**src/hdl/multichannel_block_averager_defines.svh**
```systemverilog
// Assertion macros shared by the block averager modules.
// Each macro expects clk_i and rst_ni in the scope where it is used.
`ifndef MULTICHANNEL_BLOCK_AVERAGER_DEFINES_SVH
`define MULTICHANNEL_BLOCK_AVERAGER_DEFINES_SVH

// Property that must hold in the same cycle as its antecedent.
`define MCBA_ASSERT(lbl, prop, msg) \
  lbl: assert property (@(posedge clk_i) disable iff (!rst_ni) prop) else $error(msg);

// Consequence that must hold in the cycle after the antecedent.
`define MCBA_ASSERT_NEXT(lbl, ante, cons, msg) \
  lbl: assert property (@(posedge clk_i) disable iff (!rst_ni) (ante) |=> (cons)) \
    else $error(msg);

`endif

```
**src/hdl/mcba_pkg.sv**
```systemverilog
package mcba_pkg;

  // Fixed field widths of the sample and result transfers.
  localparam int unsigned SAMPLE_W   = 12;
  localparam int unsigned CHAN_OUT_W = 3;
  localparam int unsigned AVG_W      = 12;
  localparam int unsigned SCAN_CNT_W = 32;

  // Sequencer states, one-hot.
  typedef enum logic [3:0] {
    ST_IDLE = 4'b0001,
    ST_LOAD = 4'b0010,
    ST_DIV  = 4'b0100,
    ST_EMIT = 4'b1000
  } state_e;

  // Controls from the sequencer to the channel store.
  typedef struct packed {
    logic sample_en;
    logic emit_sel;
    logic clear;
  } acc_ctrl_t;

  // Status of the shared divider.
  typedef struct packed {
    logic busy;
    logic done;
  } div_status_t;

endpackage

```
**src/hdl/mcba_divider.sv**
```systemverilog
`include "multichannel_block_averager_defines.svh"

// Division by a constant through multiplication with a rounded-up reciprocal.
// The dividend is taken in on start, the product is formed in the following cycle,
// and the quotient is registered in the cycle after that.
module mcba_divider #(
  parameter int unsigned DIVIDEND_W = 16,
  parameter int unsigned DIVISOR    = 16
) (
  input  logic                    clk_i,
  input  logic                    rst_ni,
  input  logic                    start_i,
  input  logic [DIVIDEND_W-1:0]   dividend_i,
  output logic [DIVIDEND_W-1:0]   quotient_o,
  output mcba_pkg::div_status_t   status_o
);

  // With the shift set to DIVIDEND_W plus the ceiling of log2 of the divisor and the reciprocal
  // rounded up, the truncated product is the exact quotient for every dividend.
  localparam int unsigned LOG_D   = $clog2(DIVISOR);
  localparam int unsigned SHIFT   = DIVIDEND_W + LOG_D;
  localparam int unsigned RECIP_W = DIVIDEND_W + 1;
  localparam int unsigned PROD_W  = DIVIDEND_W + RECIP_W;
  localparam longint unsigned RecipVal =
    ((64'd1 << SHIFT) + 64'(DIVISOR) - 64'd1) / 64'(DIVISOR);
  localparam logic [RECIP_W-1:0] Recip = RECIP_W'(RecipVal);

  logic [DIVIDEND_W-1:0] dvd_q, dvd_d;
  logic [DIVIDEND_W-1:0] quo_q, quo_d;
  logic                  busy_q;
  logic                  done_q;
  logic [PROD_W-1:0]     product;

  assign product = PROD_W'(dvd_q) * PROD_W'(Recip);

  always_comb begin
    dvd_d = dvd_q;
    quo_d = quo_q;
    if (start_i) begin
      dvd_d = dividend_i;
    end
    if (busy_q) begin
      quo_d = DIVIDEND_W'(product >> SHIFT);
    end
  end

  always_ff @(posedge clk_i or negedge rst_ni) begin
    if (!rst_ni) begin
      busy_q <= 1'b0;
      done_q <= 1'b0;
    end else begin
      busy_q <= start_i;
      done_q <= busy_q;
    end
  end

  always_ff @(posedge clk_i) begin
    dvd_q <= dvd_d;
    quo_q <= quo_d;
  end

  assign quotient_o    = quo_q;
  assign status_o.busy = busy_q;
  assign status_o.done = done_q;

  `MCBA_ASSERT(a_start_idle, start_i |-> !busy_q, "divider started while busy")
  `MCBA_ASSERT_NEXT(a_start_busy, start_i, busy_q && !done_q, "divider did not take the dividend")
  `MCBA_ASSERT(a_done_excl, done_q |-> !busy_q, "done raised while still busy")

endmodule

```
**src/hdl/mcba_accum.sv**
```systemverilog
// Per-channel running sums, latest samples, scan position and scan counter.
module mcba_accum #(
  parameter int unsigned CHANNELS    = 6,
  parameter int unsigned SCANS       = 16,
  parameter int unsigned SAMPLE_BITS = 12,
  parameter int unsigned SUM_W       = 16,
  parameter int unsigned CH_W        = 3
) (
  input  logic                               clk_i,
  input  logic                               rst_ni,
  input  mcba_pkg::acc_ctrl_t                ctrl_i,
  input  logic [mcba_pkg::SAMPLE_W-1:0]      sample_i,
  input  logic [CH_W-1:0]                    rd_ch_i,
  output logic [SUM_W-1:0]                   sum_o,
  output logic [mcba_pkg::SAMPLE_W-1:0]      latest_o,
  output logic [mcba_pkg::SCAN_CNT_W-1:0]    scan_total_o,
  output logic                               block_end_o
);

  localparam int unsigned SW   = mcba_pkg::SAMPLE_W;
  localparam int unsigned SP_W = $clog2(SCANS + 1);
  localparam logic [SW-1:0] SampleMask =
    (SAMPLE_BITS >= SW) ? {SW{1'b1}} : SW'((32'd1 << SAMPLE_BITS) - 32'd1);

  logic [SUM_W-1:0]                sums_q [CHANNELS];
  logic [SW-1:0]                   latest_q [CHANNELS];
  logic [CH_W-1:0]                 chan_pos_q, chan_pos_d;
  logic [SP_W-1:0]                 scan_pos_q, scan_pos_d;
  logic [mcba_pkg::SCAN_CNT_W-1:0] scan_cnt_q, scan_cnt_d;
  logic [CH_W-1:0]                 rd_sel;
  logic [SW-1:0]                   sample_m;
  logic                            scan_end;

  assign sample_m = sample_i & SampleMask;
  assign rd_sel   = ctrl_i.emit_sel ? rd_ch_i : chan_pos_q;
  assign sum_o    = sums_q[rd_sel];
  assign latest_o = latest_q[rd_sel];
  assign scan_end = (chan_pos_q == CH_W'(CHANNELS - 1));
  assign block_end_o = scan_end && (scan_pos_q == SP_W'(SCANS - 1));

  always_comb begin
    chan_pos_d = chan_pos_q;
    scan_pos_d = scan_pos_q;
    scan_cnt_d = scan_cnt_q;
    if (ctrl_i.sample_en) begin
      if (scan_end) begin
        chan_pos_d = '0;
        scan_cnt_d = scan_cnt_q + 32'd1;
        scan_pos_d = block_end_o ? '0 : scan_pos_q + SP_W'(1);
      end else begin
        chan_pos_d = chan_pos_q + CH_W'(1);
      end
    end
  end

  always_ff @(posedge clk_i or negedge rst_ni) begin
    if (!rst_ni) begin
      chan_pos_q <= '0;
      scan_pos_q <= '0;
      scan_cnt_q <= '0;
      for (int i = 0; i < CHANNELS; i++) begin
        sums_q[i] <= '0;
      end
    end else begin
      chan_pos_q <= chan_pos_d;
      scan_pos_q <= scan_pos_d;
      scan_cnt_q <= scan_cnt_d;
      if (ctrl_i.clear) begin
        for (int i = 0; i < CHANNELS; i++) begin
          sums_q[i] <= '0;
        end
      end else if (ctrl_i.sample_en) begin
        sums_q[chan_pos_q] <= sum_o + SUM_W'(sample_m);
      end
    end
  end

  always_ff @(posedge clk_i) begin
    if (ctrl_i.sample_en) begin
      latest_q[chan_pos_q] <= sample_m;
    end
  end

  assign scan_total_o = scan_cnt_q;

endmodule

```
**src/hdl/multichannel_block_averager.sv**
```systemverilog
// Sequence: a sample that is not the last of its block is taken in and gives no result;
// after the block's final sample the sequencer walks the channels in order through LOAD,
// DIV and EMIT, presenting one result per channel, and waits in EMIT while the output stalls.
// Throughput: one sample per cycle inside a block; the input stalls at block end while the
// one shared divider serves every channel, plus any output stall.
// Reset: rst_ni clears positions, sums, scan counter, sequencer and output valid at once.
`include "multichannel_block_averager_defines.svh"

module multichannel_block_averager #(
  parameter int unsigned CHANNELS    = 6,
  parameter int unsigned SCANS       = 16,
  parameter int unsigned SAMPLE_BITS = 12
) (
  input  logic                                clk_i,
  input  logic                                rst_ni,
  input  logic                                in_valid_i,
  output logic                                in_stall_o,
  input  logic [mcba_pkg::SAMPLE_W-1:0]       sample_i,
  output logic                                out_valid_o,
  input  logic                                out_stall_i,
  output logic [mcba_pkg::CHAN_OUT_W-1:0]     channel_o,
  output logic [mcba_pkg::AVG_W-1:0]          average_o,
  output logic [mcba_pkg::SAMPLE_W-1:0]       raw_value_o,
  output logic [mcba_pkg::SCAN_CNT_W-1:0]     scan_total_o,
  output logic                                last_o
);

  // A block sum never exceeds SCANS times the largest sample.
  localparam int unsigned SUM_W = mcba_pkg::SAMPLE_W + $clog2(SCANS);
  localparam int unsigned CH_W  = (CHANNELS > 1) ? $clog2(CHANNELS) : 1;

  mcba_pkg::state_e      state_q, state_d;
  logic [CH_W-1:0]       ch_idx_q, ch_idx_d;
  mcba_pkg::acc_ctrl_t   acc_ctrl;
  mcba_pkg::div_status_t div_status;
  logic [SUM_W-1:0]      sum_rd;
  logic [SUM_W-1:0]      quotient;
  logic [mcba_pkg::SAMPLE_W-1:0]   latest_rd;
  logic [mcba_pkg::SCAN_CNT_W-1:0] scan_total;
  logic                  block_end;
  logic                  in_accept;
  logic                  div_start;
  logic                  out_free;
  logic                  out_load;
  logic                  last_ch;

  logic                                out_valid_q, out_valid_d;
  logic [mcba_pkg::CHAN_OUT_W-1:0]     out_channel_q;
  logic [mcba_pkg::AVG_W-1:0]          out_average_q;
  logic [mcba_pkg::SAMPLE_W-1:0]       out_raw_q;
  logic [mcba_pkg::SCAN_CNT_W-1:0]     out_scan_q;
  logic                                out_last_q;

  // Samples are only taken while the sequencer is idle; the block end burst
  // holds the input off until its last result sits in the output register.
  assign in_stall_o = (state_q != mcba_pkg::ST_IDLE);
  assign in_accept  = in_valid_i && !in_stall_o;

  // The output register frees up when empty or when its transfer completes.
  assign out_free = !out_valid_q || !out_stall_i;
  assign last_ch  = (ch_idx_q == CH_W'(CHANNELS - 1));
  assign out_load = (state_q == mcba_pkg::ST_EMIT) && out_free;
  assign div_start = (state_q == mcba_pkg::ST_LOAD);

  always_comb begin
    acc_ctrl.sample_en = in_accept;
    acc_ctrl.emit_sel  = (state_q != mcba_pkg::ST_IDLE);
    // Sums clear once the highest channel's average has been taken.
    acc_ctrl.clear     = out_load && last_ch;
  end

  // Sequencer: walks the channels once per block end, reusing one divider.
  always_comb begin
    state_d  = state_q;
    ch_idx_d = ch_idx_q;
    unique case (state_q)
      mcba_pkg::ST_IDLE: begin
        if (in_accept && block_end) begin
          state_d  = mcba_pkg::ST_LOAD;
          ch_idx_d = '0;
        end
      end
      mcba_pkg::ST_LOAD: begin
        state_d = mcba_pkg::ST_DIV;
      end
      mcba_pkg::ST_DIV: begin
        if (div_status.done) begin
          state_d = mcba_pkg::ST_EMIT;
        end
      end
      mcba_pkg::ST_EMIT: begin
        if (out_free) begin
          if (last_ch) begin
            state_d = mcba_pkg::ST_IDLE;
          end else begin
            state_d  = mcba_pkg::ST_LOAD;
            ch_idx_d = ch_idx_q + CH_W'(1);
          end
        end
      end
      default: begin
        state_d = mcba_pkg::ST_IDLE;
      end
    endcase
  end

  always_comb begin
    out_valid_d = out_valid_q;
    if (out_load) begin
      out_valid_d = 1'b1;
    end else if (!out_stall_i) begin
      out_valid_d = 1'b0;
    end
  end

  always_ff @(posedge clk_i or negedge rst_ni) begin
    if (!rst_ni) begin
      state_q     <= mcba_pkg::ST_IDLE;
      ch_idx_q    <= '0;
      out_valid_q <= 1'b0;
    end else begin
      state_q     <= state_d;
      ch_idx_q    <= ch_idx_d;
      out_valid_q <= out_valid_d;
    end
  end

  // Result payload; the scan counter does not move during the burst.
  always_ff @(posedge clk_i) begin
    if (out_load) begin
      out_channel_q <= mcba_pkg::CHAN_OUT_W'(ch_idx_q);
      out_average_q <= quotient[mcba_pkg::AVG_W-1:0];
      out_raw_q     <= latest_rd;
      out_scan_q    <= scan_total;
      out_last_q    <= last_ch;
    end
  end

  mcba_accum #(
    .CHANNELS    (CHANNELS),
    .SCANS       (SCANS),
    .SAMPLE_BITS (SAMPLE_BITS),
    .SUM_W       (SUM_W),
    .CH_W        (CH_W)
  ) u_accum (
    .clk_i        (clk_i),
    .rst_ni       (rst_ni),
    .ctrl_i       (acc_ctrl),
    .sample_i     (sample_i),
    .rd_ch_i      (ch_idx_q),
    .sum_o        (sum_rd),
    .latest_o     (latest_rd),
    .scan_total_o (scan_total),
    .block_end_o  (block_end)
  );

  mcba_divider #(
    .DIVIDEND_W (SUM_W),
    .DIVISOR    (SCANS)
  ) u_divider (
    .clk_i      (clk_i),
    .rst_ni     (rst_ni),
    .start_i    (div_start),
    .dividend_i (sum_rd),
    .quotient_o (quotient),
    .status_o   (div_status)
  );

  assign out_valid_o  = out_valid_q;
  assign channel_o    = out_channel_q;
  assign average_o    = out_average_q;
  assign raw_value_o  = out_raw_q;
  assign scan_total_o = out_scan_q;
  assign last_o       = out_last_q;

  `MCBA_ASSERT(a_busy_in_div, div_status.busy |-> state_q == mcba_pkg::ST_DIV, "divider busy outside the divide state")
  `MCBA_ASSERT(a_done_in_div, div_status.done |-> state_q == mcba_pkg::ST_DIV, "divider finished outside the divide state")
  `MCBA_ASSERT_NEXT(a_last_idle, out_load && last_ch, state_q == mcba_pkg::ST_IDLE && out_last_q && out_valid_q, "burst did not end on the highest channel")

endmodule
```
**config.mk**
```make
export PLATFORM = sky130hd
export DESIGN_NAME = multichannel_block_averager
export DESIGN_NICKNAME = d
export VERILOG_FILES = /design/src/hdl/mcba_pkg.sv /design/src/hdl/mcba_divider.sv /design/src/hdl/mcba_accum.sv /design/src/hdl/multichannel_block_averager.sv
export VERILOG_INCLUDE_DIRS = /design/src /design/src/hdl
export SDC_FILE = /design/constraint.sdc
export NUM_CORES = 1
export LEC_CHECK = 0
export BUFFER_PORTS_ARGS = -buffer_cell sky130_fd_sc_hd__buf_2
export CAP_MARGIN = 10
export CORE_MARGIN = 2
export CORE_UTILIZATION = 35
export DETAILED_ROUTE_END_ITERATION = 8
export GPL_ROUTABILITY_DRIVEN = 1
export SYNTH_ARGS = -nofsm -noshare
export SYNTH_HDL_FRONTEND = slang
export SYNTH_SLANG_ARGS = --single-unit
```
**constraint.sdc**
```tcl
create_clock -name clk_i -period 4.7 [get_ports clk_i]
set_clock_uncertainty 0.1 [all_clocks]
set_input_delay 0.235 -clock clk_i [delete_from_list [all_inputs] [get_ports clk_i]]
set_output_delay 0.235 -clock clk_i [all_outputs]
set_load 0.1 [all_outputs]
```
==> flow_summary.yaml, run 1 <==
status:
  status: "complete, no violations"
floorplan:
  design.core.area_um2: 35700
  initial_core_util: 0.357
  num_io_pins: 78
  die_w_um: 195
  dieArea_um2: 38000
  rows: 69
  die_y_um: 195
power:
  switching_share: 0.361
  powerDensity_nw_per_um2: 638
  power_frac_seq: 0.369
  power_mw: 9.69
  peakVddDrop_uv: 327
  clock_power_share: 0.279
  leakage_nw: 6.37
  pwr-share-comb: 0.352
  intPower_mw: 6.19
  p_sw_mw: 3.50
global_route:
  grt-ovfl-total: 0
  grt_max_degree: 103
  grt_first_pass_wirelength_mm: 48.0
  grt_pass1_vias: 8889
  antenna_found_initial: 0
  grt_use_total: 0.157
logic_synthesis:
  synth_top_area_cell: "edfxtp_1"
  synthTopCellsByCount: "nand2_1, nand3_1, edfxtp_1"
  synth.most_common_cell: "nand2_1"
  synth-seq-area-share: 0.654
  syn-cell-area_um2: 12800
  avgSynthCellArea_um2: 11.6
  synth_cells: 1101
  syn_nets: 1136
  synthTopCellsByArea: "edfxtp_1, dfrtp_1, nand3_1, nand2_1, o21ai_0"
  synth_top_area_share: 0.367
  ys_warn_count: 0
  synth_flop_cell: "edfxtp_1"
  synth_edf_count: 156
  ys_ff_latch: 302
  async_flop_share: 0.483
  yosysUniqueCellTypes: 63
layout:
  final_util: 0.425
  layout-drive-gt1-share: 0.157
  n_antenna_cell: 0
  ff_latch_area_um2: 8340
  fin_nets: 1240
  fillCellCount: 3323
  final_cells: 1691
  multi_input_area_um2: 4130
  fin_area_um2: 15200
  area_growth_pct: 19.0
timing:
  fin_setup_tns_ns: 0
  fin_crit_sh: 0.930
  slew_viol_final: 0
  hold_viol: 0
  rsz0062_at_grt: "no"
  layout_min_cycle_time_ns: 4.37
  finalSetupViolCount: 0
  hold_slack_ns: 0.309
  timing.final.ws_setup_ns: 0.329
  fmax_mhz: 229
  worstMarginPinSlew_ns: 0.991
  slew_headroom: 0.339
routing:
  ant_nets: 0
  vias_per_cell: 5.20
  wl_mm: 29.4
  drc: 0
  vias: 8800
  first_iter_violations: 528
  post_drt_wl_per_cell_um: 17.4
  drt_first_pass_iters: 8
placement:
  placed_cells_incl_taps: 1611
  portBuffers: 77
  routabilityCongestion: 0.842
  dp_slack_ns: 0.131
  placed_area_um2: 13800
  hpwlAfterDp_mm: 18.4
setup_path:
  critPathLaunchType: "flop"
  r2r-start: "state_q[0]$_DFFE_PN1P_"
  cpMostUsedCell: "buf_4"
  slowest_stage: "dfstp_2"
  path_buf_inv: 5
  cp_top_family: "compound AO/OA/AOI/OAI gates"
  r2r_setup_slack_ns: 0.33
  cp-end-kind: "flop"
  crit_type: "flop to flop"
  worstPathCellList: "nor4b_4 > buf_12 > mux2i_4 > nand2_1 > buf_4 > o21ai_0 > ha_1 > inv_1 > fa_1 > nand3b_1 > a21oi_2 > a2111oi_2 > o31ai_1 > buf_4 > o211ai_1 > xor2_2 > buf_4 > o21ai_1"
  max_stage_delay_ns: 0.61
  crit_cells: 18
  required_ns: 5.02
  arrival_ns: 4.69
  rr_worst_depth: 18
  r2r-end: "u_accum.sums_q[30]$_DFFE_PN0P_"
  worstPathMaxFanout: 12
clocking:
  clk_latency_ns: 0.51
  cts_htree_levels: 2
  cts_buffers: 34
  path_clk_slew_ns: 0.06
  cts_buffer_depth: 3
  clock-sinks: 302
  root_buffer: "clkbuf_16"
  cts_tree: "done"
flow_run:
  drv_cap: 0
worst_hold_path:
  hp-class: "input pin to asynchronous set/reset pin"
-- kinds of logic (layout without fill, tap and decap cells) --
group | Yosys count | count (layout) | synth area share
simple gates | 424 | 424 | 0.155
compound gates | 200 | 200 | 0.0933
flops | 302 | 302 | 0.654
xor+xnor | 45 | 45 | 0.0309
mux | 25 | 25 | 0.0207
buf+inv | 86 | 215 | 0.0275
fa+ha+maj | 19 | 19 | 0.0192
-- layout by cell type (no fill, tap or decap), types with 8 or more instances in the layout --
cell type / n
nand3_1: 174
nand4_1: 12
nor2_1: 19
nor3_1: 8
ha_1: 18
edfxtp_1: 156
a31oi_1: 15
a21oi_1: 27
dlygate4sd3_1: 15
xor2_1: 16
buf_2: 76
o21ai_0: 99
dfrtp_1: 145
clkbuf_16: 36
inv_1: 19
nand2_1: 174
buf_4: 38
mux2i_1: 19
o31ai_1: 10
xnor2_1: 28
-- flip-flops by register name, summed over array words and instances (netlist names), 4 cells and up --
signal                flops
u_accum.sums_q           96
u_accum.latest_q         72
scan_total_o             32
u_accum.scan_total_o     32
average_o                12
raw_value_o              12
u_divider.dvd_q          12
u_divider.quotient_o     12
u_accum.scan_pos_q        5
state_q                   4
-- cell type report --
type / count / share of cell area
tap: 461 / 0.0380
sequential: 302 / 0.549
clock buffer: 41 / 0.0605
inverter: 20 / 0.00494
clock inverter: 20 / 0.0152
timing repair buffer: 134 / 0.0601
multi-input combinational: 713 / 0.272
-- repair_timing --
item,in CTS,in global routing
gates resized for setup,0,7
endpoints found under the setup margin,0,30
hold buffers,15,0
setup buffers,0,3
hold endpoints to repair,174,0
-- metal layers --
| metal | vias up | wire length, µm | global-route usage |
|---|---|---|---|
| met4 | 0 | 914 | 0.0503 |
| met5 | - | 0 | 0 |
| met3 | 62 | 1550 | 0.0267 |
| met2 | 228 | 13800 | 0.266 |
| met1 | 4319 | 13100 | 0.207 |
| li1 | 4191 | - | - |
-- power groups by stage --
stage	registers (mW)	logic, mW	clock network, mW
floorplan	3.54	2.25	0
global placement	3.61	3.25	0
detailed placement	3.61	3.31	0
CTS	3.57	3.33	2.77
global route	3.63	3.85	2.88
finish	3.58	3.42	2.70
-- how the worst max path moves through the flow --
stage | start | endpoint
floorplan | state_q[0]$_DFFE_PN1P_ | u_accum.sums_q[14]$_DFFE_PN0P_
global placement | state_q[0]$_DFFE_PN1P_ | u_accum.sums_q[14]$_DFFE_PN0P_
detailed placement | state_q[1]$_DFFE_PN0P_ | u_accum.sums_q[30]$_DFFE_PN0P_
CTS | state_q[1]$_DFFE_PN0P_ | u_accum.sums_q[30]$_DFFE_PN0P_
global route | state_q[0]$_DFFE_PN1P_ | u_accum.sums_q[62]$_DFFE_PN0P_
finish | state_q[0]$_DFFE_PN1P_ | u_accum.sums_q[30]$_DFFE_PN0P_
Note: power is estimated with default switching activity, not from simulation.
==> inputs of run 2 (changes only) <==
--- a/config.mk
+++ b/config.mk
@@ -7,9 +7,9 @@
 export NUM_CORES = 1
 export LEC_CHECK = 0
 export BUFFER_PORTS_ARGS = -buffer_cell sky130_fd_sc_hd__buf_2
-export CAP_MARGIN = 10
 export CORE_MARGIN = 2
 export CORE_UTILIZATION = 35
+export CTS_BUF_LIST = sky130_fd_sc_hd__clkbuf_4 sky130_fd_sc_hd__clkbuf_8
 export DETAILED_ROUTE_END_ITERATION = 8
 export GPL_ROUTABILITY_DRIVEN = 1
 export SYNTH_ARGS = -nofsm -noshare
==> flow_summary.yaml, run 2 (synthesis results as in run 1) <==
routing:
  drc: 0
  post_drt_wl_per_cell_um: 17.2
  vias_per_cell: 5.15
  vias: 8866
  ant_nets: 0
  wl_mm: 29.5
  drt_first_pass_iters: 5
  first_iter_violations: 529
timing:
  slew_headroom: 0.333
  worstMarginPinSlew_ns: 1.00
  slew_viol_final: 0
  fin_crit_sh: 0.933
  hold_viol: 0
  layout_min_cycle_time_ns: 4.39
  fmax_mhz: 228
  finalSetupViolCount: 0
power:
  power_mw: 9.41
  switching_share: 0.376
  leakage_nw: 6.36
  peakVddDrop_uv: 309
  pwr-share-comb: 0.364
  power_frac_seq: 0.380
  powerDensity_nw_per_um2: 623
  p_sw_mw: 3.54
  intPower_mw: 5.87
  clock_power_share: 0.256
layout:
  top_regs: "u_accum.sums_q (96), u_accum.latest_q (72)"
  mostFrequentLayoutCells: "nand2_1, nand3_1, edfxtp_1, dfrtp_1, o21ai_0"
  fin_nets: 1256
  regMostFlops: "u_accum.sums_q"
  fin_area_um2: 15100
  final_cells: 1722
  largest_reg_flops: 96
  n_antenna_cell: 0
  layout-drive-gt1-share: 0.174
  area_growth_pct: 18.3
  fillCellCount: 3362
global_route:
  grt_max_degree: 103
  grt_use_total: 0.157
  grt-ovfl-total: 0
  grt_first_pass_wirelength_mm: 48.0
  antenna_found_initial: 0
  grt_pass1_vias: 8929
worst_hold_path:
  hp-class: "input pin to asynchronous set/reset pin"
clocking:
  clk_latency_ns: 0.58
  path_clk_slew_ns: 0.07
  cts_tree: "done"
  cts_buffer_depth: 3
  clock-sinks: 302
  root_buffer: "clkbuf_8"
  cts_htree_levels: 2
  cts_buffers: 50
placement:
  portBuffers: 77
  placed_cells_incl_taps: 1611
  placed_area_um2: 13800
  routabilityCongestion: 0.842
  hpwlAfterDp_mm: 18.4
setup_path:
  worstPathMaxFanout: 12
  cp-end-kind: "flop"
  cpMostUsedCell: "buf_4"
  required_ns: 5.07
  arrival_ns: 4.75
  critPathLaunchType: "flop"
  max_stage_delay_ns: 0.61
  slowest_stage: "dfstp_2"
  crit_type: "flop to flop"
  worstPathCellList: "nor4b_4 > buf_12 > mux2i_4 > nand2_1 > buf_4 > o21ai_0 > ha_1 > inv_1 > fa_1 > nand3b_1 > a21oi_2 > a2111oi_2 > o31ai_1 > buf_4 > o211ai_1 > xor2_2 > buf_4 > o21ai_1"
floorplan:
  dieArea_um2: 38000
  rows: 69
  initial_core_util: 0.357
  die_w_um: 195
  die_y_um: 195
  num_io_pins: 78
  design.core.area_um2: 35700
flow_run:
  drv_cap: 0
status:
  status: "complete, no violations"
run 2: critical path, delay by kind of cell, from the launching register on:
kind                       cells  cell delay, ns
AOI/OAI and AO/OA              6            0.94
buffers and inverters          5            0.79
and+or+nand+nor                3            0.74
DFF                            1            0.61
adders and majority gates      2            0.61
muxes                          1            0.28
xor gates and xnor gates       1            0.20
run 2: power by group through the flow:
stage | sequential, mW | combinational (mW) | clock, mW
after floorplan | 3.54 | 2.25 | 0
after detailed placement | 3.61 | 3.31 | 0
after global placement | 3.61 | 3.25 | 0
final | 3.57 | 3.42 | 2.41
after CTS | 3.57 | 3.33 | 2.47
after global routing | 3.63 | 3.85 | 2.59
run 2: layout make-up:
type	count	area [µm²]	area share
Timing Repair Buffer	134	912	0.0604
Clock buffer	56	746	0.0494
Tap cell	461	577	0.0382
Clock inverter	36	308	0.0204
Sequential cell	302	8340	0.553
Inverter	20	75.1	0.00498
Multi-Input combinational cell	713	4130	0.274
run 2: per-stage QoR:
step / setup TNS [ns] / hold WS (ns) / setup WS [ns] / util
after floorplan: 0 / -0.161 / 0.200 / -
after global placement: 0 / 0.302 / 0.231 / 0.386
after detailed placement: 0 / 0.305 / 0.131 / 0.386
after CTS: 0 / 0.299 / 0.0496 / 0.420
after global routing: -0.0159 / 0.327 / -0.00891 / 0.422
final: 0 / 0.265 / 0.314 / 0.422
run 2: per-layer routing:
layer  wire length [µm]  share of wire  GRT usage  up-vias
met2              14000           0.47      0.269      227
met3               1570          0.053     0.0262       53
met4                767          0.026     0.0441        0
met1              13200           0.45      0.207     4354
met5                  0              0          0        -
li1                   -              -          -     4232
run 2: final timing paths:
kind	startpoint	slack (ns)	cells past startpoint	end
worst max-delay path	state_q[0]$_DFFE_PN1P_	0.31	18	u_accum.sums_q[30]$_DFFE_PN0P_
worst min-delay path	rst_ni	0.27	2	u_accum.scan_pos_q[1]$_DFFE_PN0P_
worst max register to register	state_q[0]$_DFFE_PN1P_	0.31	18	u_accum.sums_q[30]$_DFFE_PN0P_
worst min register to register	u_divider.dvd_q[5]$_DFFE_PP_	0.32	0	u_divider.quotient_o[1]$_DFFE_PP_
max in group asynchronous	rst_ni	2.98	3	u_accum.sums_q[78]$_DFFE_PN0P_
min in group clk_i	u_divider.dvd_q[5]$_DFFE_PP_	0.32	0	u_divider.quotient_o[1]$_DFFE_PP_
run 2: timing repair:
item / in CTS / in global routing
endpoints found under the setup margin: 0 / 30
buffers inserted: 0 / 3
hold endpoints to repair: 177 / 0
gates resized for setup: 0 / 7
hold buffers: 15 / 0
==> inputs of run 3 (changes only) <==
==> constraint.sdc (replaced) <==
create_clock -name clk_i -period 4.7 [get_ports clk_i]
set_clock_uncertainty 0.1 [all_clocks]
set_input_delay 0.705 -clock clk_i [delete_from_list [all_inputs] [get_ports clk_i]]
set_output_delay 0.705 -clock clk_i [all_outputs]
set_load 0.1 [all_outputs]
==> flow_summary.yaml, run 3 (synthesis results as in run 1) <==
status:
  status: "complete, no violations"
routing:
  post_drt_wl_per_cell_um: 17.6
  drt_first_pass_iters: 5
  first_iter_violations: 701
  vias: 8806
  wl_mm: 29.8
  drc: 0
  ant_nets: 0
  vias_per_cell: 5.18
global_route:
  grt-ovfl-total: 0
  grt_use_total: 0.158
  grt_first_pass_wirelength_mm: 48.4
  grt_max_degree: 81
  antenna_found_initial: 0
  grt_pass1_vias: 8781
clocking:
  cts_tree: "done"
  path_clk_slew_ns: 0.06
  cts_buffer_depth: 3
  clk_latency_ns: 0.59
  clock-sinks: 302
  ctsHoldBuffers: 0
  root_buffer: "clkbuf_8"
  cts_buffers: 49
  cts_htree_levels: 2
timing:
  rsz0062_at_grt: "no"
  timing.final.ws_setup_ns: 0.348
  hold_viol: 0
  layout_min_cycle_time_ns: 4.35
  finalSetupViolCount: 0
  fmax_mhz: 230
  slew_headroom: 0.350
  worstMarginPinSlew_ns: 0.968
  fin_setup_tns_ns: 0
  slew_viol_final: 0
  hold_slack_ns: 0.0911
  fin_crit_sh: 0.926
floorplan:
  initial_core_util: 0.357
  dieArea_um2: 38000
  die_y_um: 195
  design.core.area_um2: 35700
  rows: 69
  num_io_pins: 78
  die_w_um: 195
power:
  power_mw: 9.38
  leakage_nw: 6.27
  powerDensity_nw_per_um2: 631
  peakVddDrop_uv: 323
layout:
  largest_reg_flops: 96
  final_cells: 1699
  final_util: 0.416
  top_regs: "u_accum.sums_q (96), u_accum.latest_q (72)"
  regMostFlops: "u_accum.sums_q"
  layout-drive-gt1-share: 0.175
  n_antenna_cell: 0
  mostFrequentLayoutCells: "nand2_1, nand3_1, edfxtp_1, dfrtp_1, o21ai_0"
  fin_area_um2: 14900
  area_growth_pct: 16.6
  fin_nets: 1233
placement:
  routabilityCongestion: 0.877
  placed_cells_incl_taps: 1607
  dp_slack_ns: 0.0576
  portBuffers: 77
  hpwlAfterDp_mm: 19.0
  placed_area_um2: 13800
flow_run:
  drv_cap: 0
setup_path:
  critPathLaunchType: "flop"
  arrival_ns: 4.68
  worstPathMaxFanout: 17
  cp-end-kind: "flop"
  required_ns: 5.02
  crit_type: "flop to flop"
worst_hold_path:
  hp-class: "input pin to asynchronous set/reset pin"
run 3: cell types whose count changed in the layout (fill, tap and decap cells not counted), moves of 3 or more:
| cell | previous run | this run |
|---|---|---|
| buf_4 | 38 | 30 |
| clkbuf_8 | 52 | 56 |
| dlygate4sd3_1 | 15 | 0 |
| bufinv_16 | 5 | 2 |
| clkinv_1 | 13 | 9 |
| clkinv_2 | 14 | 7 |
| clkbuf_4 | 4 | 15 |
run 3: final timing paths:
kind | start | to | slack, ns | cells past startpoint
hold / removal | rst_ni | u_accum.scan_total_o[11]$_DFFE_PN0P_ | 0.09 | 1
setup / recovery | state_q[1]$_DFFE_PN0P_ | u_accum.sums_q[13]$_DFFE_PN0P_ | 0.35 | 13
max in group asynchronous | rst_ni | u_accum.sums_q[78]$_DFFE_PN0P_ | 3.40 | 2
hold reg to reg | u_divider.dvd_q[7]$_DFFE_PP_ | u_divider.quotient_o[3]$_DFFE_PP_ | 0.32 | 0
min in group clk_i | sample_i[9] | u_accum.latest_q[4][9]$_DFFE_PP_ | 0.29 | 1
setup reg to reg | state_q[1]$_DFFE_PN0P_ | u_accum.sums_q[13]$_DFFE_PN0P_ | 0.35 | 13
run 3: what timing repair did:
action                                  4_1_cts  5_1_grt
gates resized for setup                       0        7
endpoints found under the setup margin        0       26
buffers inserted                              0        1
run 3: critical path, stage by stage (launching register included):
cell and delay, ns:
dfrtp_1 0.48, or3_1 0.55, o22ai_4 0.47, buf_12 0.24
mux2i_1 0.08, o21ai_0 0.41, ha_1 0.37, inv_1 0.18
o22ai_1 0.12, nor3_1 0.15, o31ai_1 0.11, a21oi_2 0.54
o21a_1 0.30, o31ai_1 0.10
run 3: area by class of cell:
| class | count | area [µm²] |
|---|---|---|
| fillers | 3364 | 20900 |
| flip-flops and latches | 302 | 8340 |
| multi-input cells | 713 | 4130 |
| clock buffers | 71 | 883 |
| repair buffers | 112 | 717 |
| well taps | 461 | 577 |
| clock inverters | 20 | 153 |
| inverters | 20 | 75.1 |
run 3: report_power, final:
| group | total [mW] | leakage, nW | switching, mW | internal [mW] |
|---|---|---|---|---|
| Sequential | 3.59 | 3.41 | 0.262 | 3.33 |
| Clock | 2.36 | 0.548 | 1.03 | 1.32 |
| Combinational | 3.44 | 2.32 | 2.26 | 1.18 |
run 3: metal layers:
layer  track usage  up-vias  wire [µm]
met5             0        -          0
met4        0.0554        0        838
met3        0.0264       60       1450
met2         0.258      250      13800
met1         0.214     4314      13800
li1              -     4182          -
